==> config.mk <==
export PLATFORM = sky130hd
export DESIGN_NAME = plps_div
export DESIGN_NICKNAME = d
export VERILOG_FILES = /design/src/design/plps_pkg.sv /design/src/design/plps_div.sv
export SDC_FILE = /design/constraint.sdc
export NUM_CORES = 1
export LEC_CHECK = 0
export ABC_AREA = 1
export BUFFER_PORTS_ARGS = -buffer_cell sky130_fd_sc_hd__buf_2
export CORE_MARGIN = 8
export CORE_UTILIZATION = 32
export CTS_BUF_LIST = sky130_fd_sc_hd__clkbuf_8
export DETAILED_ROUTE_END_ITERATION = 8
export HOLD_SLACK_MARGIN = 0.12
export PLACE_DENSITY_LB_ADDON = 0.05
export SLEW_MARGIN = 20
export SYNTH_ARGS = -nofsm -noshare
export SYNTH_HDL_FRONTEND = slang
export SYNTH_SLANG_ARGS = --single-unit
==> constraint.sdc <==
create_clock -name clk -period 2.6 [get_ports clk]
set_clock_uncertainty 0.1 [all_clocks]
set_input_delay 0.78 -clock clk [delete_from_list [all_inputs] [get_ports clk]]
set_output_delay 0.78 -clock clk [all_outputs]
set_load 0.05 [all_outputs]
==> src/design/plps_pkg.sv <==
// Shared types, constants and helpers of the pairwise Legendre power spectrum block.
package plps_pkg;

	localparam int PARTICLE_DEPTH_DEF = 256;
	localparam int DEGREE_DEPTH_DEF   = 64;
	localparam logic [6:0] DEGREE_LIMIT_RESET = 7'd16;

	// Divider geometry: quotients below 2^30, dividends below 2^38.
	localparam int DIV_QW = 30;
	localparam int DIV_NW = 38;

	localparam logic signed [31:0] ONE_Q30 = 32'sd1073741824;

	localparam logic [2:0] ACT_LOAD_LEFT   = 3'd0;
	localparam logic [2:0] ACT_LOAD_RIGHT  = 3'd1;
	localparam logic [2:0] ACT_COEFF_LEFT  = 3'd2;
	localparam logic [2:0] ACT_COEFF_RIGHT = 3'd3;
	localparam logic [2:0] ACT_COMPUTE     = 3'd4;

	typedef struct packed {
		logic [2:0]         action;
		logic signed [15:0] dir_x;
		logic signed [15:0] dir_y;
		logic signed [15:0] dir_z;
		logic [15:0]        weight;
		logic [7:0]         slot;
		logic signed [15:0] coeff;
		logic [8:0]         left_count;
		logic [8:0]         right_count;
	} request_t;

	typedef struct packed {
		logic [6:0]         degree;
		logic signed [63:0] power;
		logic               last;
	} result_t;

	typedef enum logic [4:0] {
		S_IDLE, S_CLEAR, S_PREAD, S_DOT1, S_DOT2,
		S_RMUL, S_RRND, S_RNUM, S_RPREP, S_RDIV,
		S_TMUL, S_TRND, S_TACC,
		S_ORD, S_OMULC, S_OABS, S_OLO, S_OHI, S_OSUM, S_OWAIT
	} state_t;

	// Arithmetic shift right with rounding half away from zero.
	function automatic logic signed [63:0] round_shr(input logic signed [63:0] v,
			input int unsigned sh);
		logic signed [63:0] bias;
		bias = (64'sd1 <<< (sh - 1)) - $signed({63'd0, v[63]});
		return (v + bias) >>> sh;
	endfunction

endpackage

==> src/design/plps_div.sv <==
// Radix-2 restoring divider, one quotient bit per cycle.
module plps_div (
	input  logic                        clk,
	input  logic                        arst_n,
	input  logic                        start,
	input  logic [plps_pkg::DIV_NW-1:0] dividend,
	input  logic [6:0]                  divisor,
	output logic                        done,
	output logic [plps_pkg::DIV_QW-1:0] quotient
);
	import plps_pkg::*;

	localparam int CW = $clog2(DIV_QW + 1);

	logic [6:0]        rem_q;
	logic [DIV_QW-1:0] low_q;
	logic [CW-1:0]     cnt_q;
	logic              busy_q;
	logic              done_q;
	logic [7:0]        trial;
	logic              qbit;

	assign trial = {rem_q, low_q[DIV_QW-1]};
	assign qbit  = trial >= {1'b0, divisor};

	always_ff @(posedge clk or negedge arst_n) begin
		if (!arst_n) begin
			busy_q <= 1'b0;
			done_q <= 1'b0;
			cnt_q  <= '0;
		end else begin
			done_q <= 1'b0;
			if (start) begin
				busy_q <= 1'b1;
				cnt_q  <= CW'(DIV_QW);
			end else if (busy_q) begin
				cnt_q <= cnt_q - 1'b1;
				if (cnt_q == CW'(1)) begin
					busy_q <= 1'b0;
					done_q <= 1'b1;
				end
			end
		end
	end

	always_ff @(posedge clk) begin
		if (start) begin
			// The caller guarantees the quotient fits, so the top bits start below the divisor.
			rem_q <= dividend[DIV_QW+6:DIV_QW];
			low_q <= dividend[DIV_QW-1:0];
		end else if (busy_q) begin
			rem_q <= qbit ? 7'(trial - {1'b0, divisor}) : trial[6:0];
			low_q <= {low_q[DIV_QW-2:0], qbit};
		end
	end

	assign done     = done_q;
	assign quotient = low_q;
endmodule

=== Word-level counts from Yosys, hierarchy flattened ===
Index checks and enable logic that the tools add are counted.

* Muxes and demuxes: 13
* Eq/ne operators: 1
* Add/sub/neg operators: 2
* Order comparisons: 1
* Reduce and logical (&&, ||, !) cells: 1

{| class="wikitable"
|+ Operator list
! cell !! number
|-
| 30-bit 2-to-1 mux || 2
|-
| 7-bit 2-to-1 mux || 3
|-
| 5-bit 2-to-1 mux || 2
|-
| 8-bit by 7-bit greater-or-equal comparator with 1-bit output || 1
|-
| 7-bit subtractor || 1
|-
| 1-bit 2-to-1 mux || 6
|-
| 5-bit by 1-bit == test with 1-bit output, second input constant || 1
|-
| 5-bit by 1-bit subtractor with 5-bit output, second input constant || 1
|-
| 2-bit nonzero test || 1
|}

* Logic and storage cells: 23
* Register bits after elaboration: 44

=== Logic depth before layout (Yosys ltp) ===
Gate-level depths: netlist of run 1.

* Word-level depth: 4
* Gate-level depth with buffers: 12

=== Least setup slack after synthesis of run 1 ===
OpenSTA, ideal clock, no wires.

* Path type: input to register
* Start point: input divisor[0]
* End point: register rem_q[5] (data pin)
* Stages on the path: 10
* Required time: 2247 ps
* Setup time: 253 ps
* Setup slack: 311 ps
* Data arrival time: 1936 ps
* Cell sequence: ha_1 -> fa_1 -> inv_1 -> nand2_1 -> nand2_1 -> nand3_2 -> nand3_4 -> nand3_1 -> nand3_1 -> nand2_1

* Cells in the longest elaborated chain, start to end: 4

{| class="wikitable"
|+ RTL lines
! what !! line !! text
|-
| start, declared || plps_div.sv:7 || <nowiki>input logic [6:0] divisor,</nowiki>
|-
| 7-bit subtractor or 8-bit by 7-bit greater-or-equal comparator with 1-bit output (tied branches) || plps_div.sv:52, plps_div.sv:24 ||
|-
| 7-bit 2-to-1 mux (*) || plps_div.sv:52 || <nowiki>rem_q <= qbit ? 7'(trial - {1'b0, divisor}) : trial[6:0];</nowiki>
|-
| 7-bit 2-to-1 mux (*) || plps_div.sv:51 || <nowiki>end else if (busy_q) begin</nowiki>
|-
| 7-bit 2-to-1 mux (*) || plps_div.sv:47 || <nowiki>if (start) begin</nowiki>
|-
| end signal, assigned || plps_div.sv:49 || <nowiki>rem_q <= dividend[DIV_QW+6:DIV_QW];</nowiki>
|-
| end signal, assigned || plps_div.sv:52 ||
|-
| end, declared || plps_div.sv:15 || <nowiki>logic [6:0] rem_q;</nowiki>
|}

Mark *: on every way between the ends. The rest lies on a longest branch, timed or not. The select of a mux whose other input is x is not followed.
A chain may end at the register's enable or synchronous reset.

=== Worst setup path in the final report of run 1 ===
* Start point: input divisor[0]
* End point: register rem_q[6] (data pin)

The elaborated chain is that of the path after synthesis.

==> metrics.csv, run 1 <==
stage,metric,value,unit
cts,CTS Root Cell,clkbuf_8,
cts,Longest Clk Path Bufs,2,
hold_path,HP Class,in2async,
power_and_ir_drop,peak supply drop,0.238,mV
cts,Worst-Skew Late Latency,0.30,ns
global_route,initial antenna violation count,0,
status,status,"complete, no violations",
sta,Final WS setup,0.374,ns
cts,H-tree lvl count,2,
floorplan,chip height,102,um
synth,Mapped Cells,274,
critical_path,crit-path max FO,8,
critical_path,Reg2Reg Depth,11,
critical_path,nature of the critical path startpoint,primary input,
synth,Async SR Flop Fraction,15.9,%
synth,sequential share of the synthesized area,54.1,%
sta,final slew viol count,0,
sta,worst-margin pin slew,0.337,ns
cells_and_area,n_diodes,0,
cts,"CTS clk-pin slew, worst paths",0.09,ns
critical_path,Worst EP required,2.56,ns
synth,main area contributors after synthesis,"edfxtp_1 47%, nand2_1 21%, dfrtp_1 7.4%",
cells_and_area,P&R area growth vs syn,26.1,%
power_and_ir_drop,Tot Pwr,2.23,mW
sta,maximum clock frequency,0.449,GHz
sta,RSZ-0062 raised after global routing,no,
synth,Synthesis Warnings,0,
placed_design,global placer's final weighted congestion,0.793,
drt,DRC violations left,0,
power_and_ir_drop,Leak,1.56,nW
synth,Netlist cell types,26,
drt,1st-iter DRT viols,120,
cts,postcts setup bufs,0,
synth,post-synthesis cell type with the largest combined area,edfxtp_1,
drt,mean routed wirelength per cell,12.9,um
sta,final setup fails,0,
drt,Vias per Instance,4.33,
global_route,GRT Util Overall,12.1,%
synth,"Cell Area, Synth",2380,sq um
floorplan,Rows,31,
floorplan,Die ar.,10400,sq um
drt,First-pass DRT Iterations,4,
cts,Post-CTS Resized,0,
cts,hold buffers post-CTS,0,
synth,area share of the largest cell type after synthesis,46.8,%
sta,hold violation count in the final report,0,
floorplan,Core ar.,7210,sq um
sta,minimum hold slack,0.200,ns
floorplan,Initial Utilization,32.9,%
placed_design,Place WS,0.0231,ns
power_and_ir_drop,PD cells,746,nW/um^2
cells_and_area,area of the multi-input gates,960,sq um
critical_path,Crit Path Class,in2reg,
drt,Final ANT Viol Nets,0,
critical_path,data arrival time of the worst path,2.18,ns
drt,vias,1984,
cells_and_area,FF+latch area,1290,sq um
sta,min cycle time layout,2.23,ns
global_route,number of global-route vias before repair,2097,
sta,Rel. slew slack,77.5,%
synth,"EDFF count, synth",37,
sta,Setup TNS Final,0,ns
cts,CTS tree,done,
sta,part of the cycle the worst path needs,85.6,%
synth,most frequent cell after synthesis,nand2_1,
cts,number of clock sinks,44,
global_route,grt ovf,0,
floorplan,Die Span X,102,um
critical_path,critical path endpoint category,register,
cells_and_area,ratio of cells with drive above 1 in the final layout,27.6,%
floorplan,IO Count,79,
synth,Syn Nets,332,
synth,"Avg Cell Area, Syn",8.67,sq um
cells_and_area,layout net count,416,
placed_design,DPL Wire Length,4530,um
synth,top_reg_cell synth,edfxtp_1,
placed_design,port buffer count,77,
synth,Post-synth top cells,"135 x nand2_1, 37 x edfxtp_1, 25 x inv_1",
critical_path,Reg-to-Reg End,rem_q[6],
global_route,first-pass GRT wire length,9880,um
global_route,pin count of the biggest net entering global routing,26,
job,max-cap violations,0,
cells_and_area,Fill cells,788,
cts,CTS Buf Count,5,
critical_path,R2R Path Start,quotient[29],
drt,final WL,5900,um
critical_path,Worst R2R Setup Slack,0.53,ns
synth,"FF+latch count, synth",44,
## area by class of cell
cell class | instances | share of cell area, %
Inverter | 26 | 3.26
Tap cell | 99 | 4.13
Clock buffer | 5 | 2.30
Multi-Input combinational cell | 196 | 32.0
Clock inverter | 3 | 0.501
Timing Repair Buffer | 85 | 14.9
Sequential cell | 44 | 42.9
## logic make-up (layout without fill, tap and decap cells)
kind of cell | after synthesis | count (layout) | share of synthesized area (%)
xor gates and xnor gates | 3 | 3 | 1.11
AOI/OAI and AO/OA | 9 | 9 | 2.37
DFF | 44 | 44 | 54.1
and+or+nand+nor | 174 | 174 | 31.3
adders and majority gates | 10 | 10 | 5.58
buffers and inverters | 34 | 119 | 5.48
## through the flow
step	instances	utilization [%]	cell area, sq um
3_5_place_dp	450	40.4	2910
2_1_floorplan	274	-	2380
3_3_place_gp	450	40.4	2910
4_1_cts	458	41.5	3000
6_report	458	41.5	3000
5_1_grt	458	41.5	3000
## registers in the layout, summed over array words and instances (netlist names)
register / flops
rem_q: 7
quotient: 30
busy_q: 1
done: 1
cnt_q: 5
## metal layers
layer / vias to the layer above / track usage [%] / part of all wire (%)
met5: - / 0 / 0
met4: 0 / 4.06 / 1.3
met3: 6 / 4.02 / 6.4
met2: 49 / 19.0 / 45
met1: 886 / 15.2 / 47
li1: 1043 / - / -
## critical path: stages
cell	delay, ns
buf_2	0.10
ha_1	0.21
fa_1	0.40
inv_1	0.07
nand2_1	0.05
nand2_1	0.12
nand3_2	0.11
nand3_4	0.12
nand3_1	0.10
nand2_1	0.08
nand2_1	0.04
## power breakdown
group | internal (mW) | total (mW) | switching [mW]
Clock | 0.183 | 0.423 | 0.240
Combinational | 0.308 | 0.869 | 0.561
Sequential | 0.888 | 0.944 | 0.0558
Total | 1.38 | 2.23 | 0.857
## layout by cell type, fill, tap and decap left out
master / count
fa_1: 1
a21oi_1: 2
a21oi_4: 1
clkinv_1: 2
dfrtp_1: 7
nor3_1: 1
clkbuf_8: 5
nand2_1: 135
nand4_1: 1
edfxtp_1: 37
nor2_1: 4
inv_1: 26
nand3_4: 1
clkinvlp_4: 1
o21ai_0: 6
or2_1: 1
nor2_2: 1
nand2_2: 3
nand3b_1: 7
nand3_1: 17
or2_4: 1
nor4_1: 1
nand3_2: 1
buf_4: 8
ha_1: 9
xnor2_1: 1
xor2_1: 2
buf_2: 77
## how the worst max path moves through the flow
stage / to / from / slack, ns / depth (start not counted)
global placement: rem_q[5] / divisor[0] / 0.05 / 11
finish: rem_q[6] / divisor[0] / 0.37 / 11
floorplan: rem_q[5] / divisor[0] / 0.31 / 10
detailed placement: rem_q[5] / divisor[0] / 0.02 / 11
CTS: rem_q[5] / divisor[0] / 0.35 / 11
global route: rem_q[5] / divisor[0] / 0.23 / 11
(Power assumes the default switching activity.)
==> run 2, diff against run 1 <==
--- a/config.mk
+++ b/config.mk
@@ -6,7 +6,7 @@
 export NUM_CORES = 1
 export LEC_CHECK = 0
 export ABC_AREA = 1
-export BUFFER_PORTS_ARGS = -buffer_cell sky130_fd_sc_hd__buf_2
+export BUFFER_PORTS_ARGS = -buffer_cell sky130_fd_sc_hd__clkbuf_2
 export CORE_MARGIN = 8
 export CORE_UTILIZATION = 32
 export CTS_BUF_LIST = sky130_fd_sc_hd__clkbuf_8
==> metrics.csv, run 2 (synthesis gave the netlist of run 1 again) <==
stage,metric,value,unit
cells_and_area,P&R area growth vs syn,25.5,%
power_and_ir_drop,Leak,1.57,nW
critical_path,crit-path max FO,3,
floorplan,Die ar.,10400,sq um
critical_path,crit path launch,divisor[0],
cts,Post-CTS Resized,0,
critical_path,Crit Path Class,in2reg,
sta,Setup TNS Final,0,ns
global_route,number of global-route vias before repair,2094,
critical_path,data arrival time of the worst path,2.17,ns
drt,Vias per Instance,4.28,
job,max-cap violations,0,
sta,Final WS setup,0.369,ns
floorplan,chip height,102,um
hold_path,HP Class,in2async,
cells_and_area,number of flip-flops under the largest register name,30,
status,status,"complete, no violations",
critical_path,Reg-to-Reg End,rem_q[4],
cells_and_area,n_diodes,0,
sta,min cycle time layout,2.23,ns
placed_design,port buffer count,77,
sta,final slew viol count,0,
cells_and_area,most frequent cells in the layout,"135 x nand2_1, 77 x clkbuf_2, 37 x edfxtp_1",
cells_and_area,non-filler cells in the finished layout,456,
cells_and_area,"most common cell after layout, fill and taps aside",nand2_1,
critical_path,critical path endpoint category,register,
critical_path,crit path to,rem_q[4],
cts,CTS Buf Count,5,
floorplan,Die Span X,102,um
floorplan,IO Count,79,
global_route,GRT Util Overall,11.8,%
drt,1st-iter DRT viols,62,
sta,Rel. slew slack,72.4,%
cts,hold buffers post-CTS,0,
sta,hold violation count in the final report,0,
cells_and_area,layout net count,414,
sta,final setup fails,0,
drt,DRC violations left,0,
cts,"CTS clk-pin slew, worst paths",0.09,ns
critical_path,Worst EP required,2.54,ns
sta,maximum clock frequency,0.448,GHz
drt,Final ANT Viol Nets,0,
critical_path,nature of the critical path startpoint,primary input,
cts,H-tree lvl count,2,
drt,First-pass DRT Iterations,3,
cells_and_area,ratio of cells with drive above 1 in the final layout,27.2,%
placed_design,global placer's final weighted congestion,0.786,
placed_design,Place WS,0.0402,ns
floorplan,Rows,31,
cts,CTS tree,done,
cts,Worst-Skew Late Latency,0.29,ns
drt,final WL,5800,um
floorplan,Initial Utilization,32.9,%
drt,vias,1950,
floorplan,Core ar.,7210,sq um
cells_and_area,Fill cells,768,
cts,number of clock sinks,44,
power_and_ir_drop,PD cells,745,nW/um^2
critical_path,R2R Path Start,quotient[29],
global_route,initial antenna violation count,0,
critical_path,Worst R2R Setup Slack,0.51,ns
sta,part of the cycle the worst path needs,85.8,%
cts,postcts setup bufs,0,
drt,mean routed wirelength per cell,12.7,um
sta,worst-margin pin slew,0.413,ns
critical_path,Reg2Reg Depth,11,
placed_design,placed insts,448,
power_and_ir_drop,peak supply drop,0.273,mV
global_route,first-pass GRT wire length,9770,um
global_route,grt ovf,0,
placed_design,DPL Wire Length,4430,um
cts,Longest Clk Path Bufs,2,
cts,CTS Root Cell,clkbuf_8,
global_route,pin count of the biggest net entering global routing,40,
sta,RSZ-0062 raised after global routing,no,
[run 2: how the worst min path moves through the flow]
stage	startpoint	to	cells after the start
4_1_cts	arst_n	done	1
3_5_place_dp	cnt_q[4]	done	1
3_3_place_gp	cnt_q[4]	done	1
6_report	arst_n	done	1
5_1_grt	arst_n	done	1
2_1_floorplan	cnt_q[4]	done	1
[run 2: final cells by class]
cell class              count  area (sq um)  share of cell area, %
clock buffers               5          68.8                   2.31
flip-flops and latches     44          1290                   43.1
multi-input cells         196           960                   32.2
well taps                  99           124                   4.15
inverters                  26          97.6                   3.27
repair buffers             83           430                   14.4
clock inverters             3          16.3                  0.545
[run 2: power breakdown]
part | total [mW] | internal [mW] | switching (mW) | leakage, nW
combinational | 0.864 | 0.304 | 0.560 | 1.04
sequential | 0.946 | 0.888 | 0.0581 | 0.479
clock | 0.413 | 0.184 | 0.228 | 0.0507
total | 2.22 | 1.38 | 0.847 | 1.57
[run 2: layer usage]
layer	GRT usage, %	part of all wire (%)	up-vias
met3	4.16	7.1	6
met4	4.06	1.0	0
met1	14.9	46	856
met5	0	0	-
li1	-	-	1041
met2	18.2	46	47
[run 2: through the flow]
step	utilization [%]	hold WS (ns)	cell area (sq um)	total power, mW
6_report	41.3	0.211	2980	2.22
5_1_grt	41.3	0.211	2980	2.39
4_1_cts	41.3	0.209	2980	2.26
3_5_place_dp	40.2	0.371	2900	1.84
3_3_place_gp	40.2	0.386	2900	1.84
2_1_floorplan	-	0.331	2380	1.62
[run 2: critical path, cell delays in order]
cell	delay, ns
clkbuf_2	0.08
ha_1	0.21
fa_1	0.40
inv_1	0.07
nand2_1	0.04
nand2_1	0.11
nand2_1	0.09
xor2_1	0.17
nand2_1	0.07
nand3_1	0.08
nand2_1	0.06
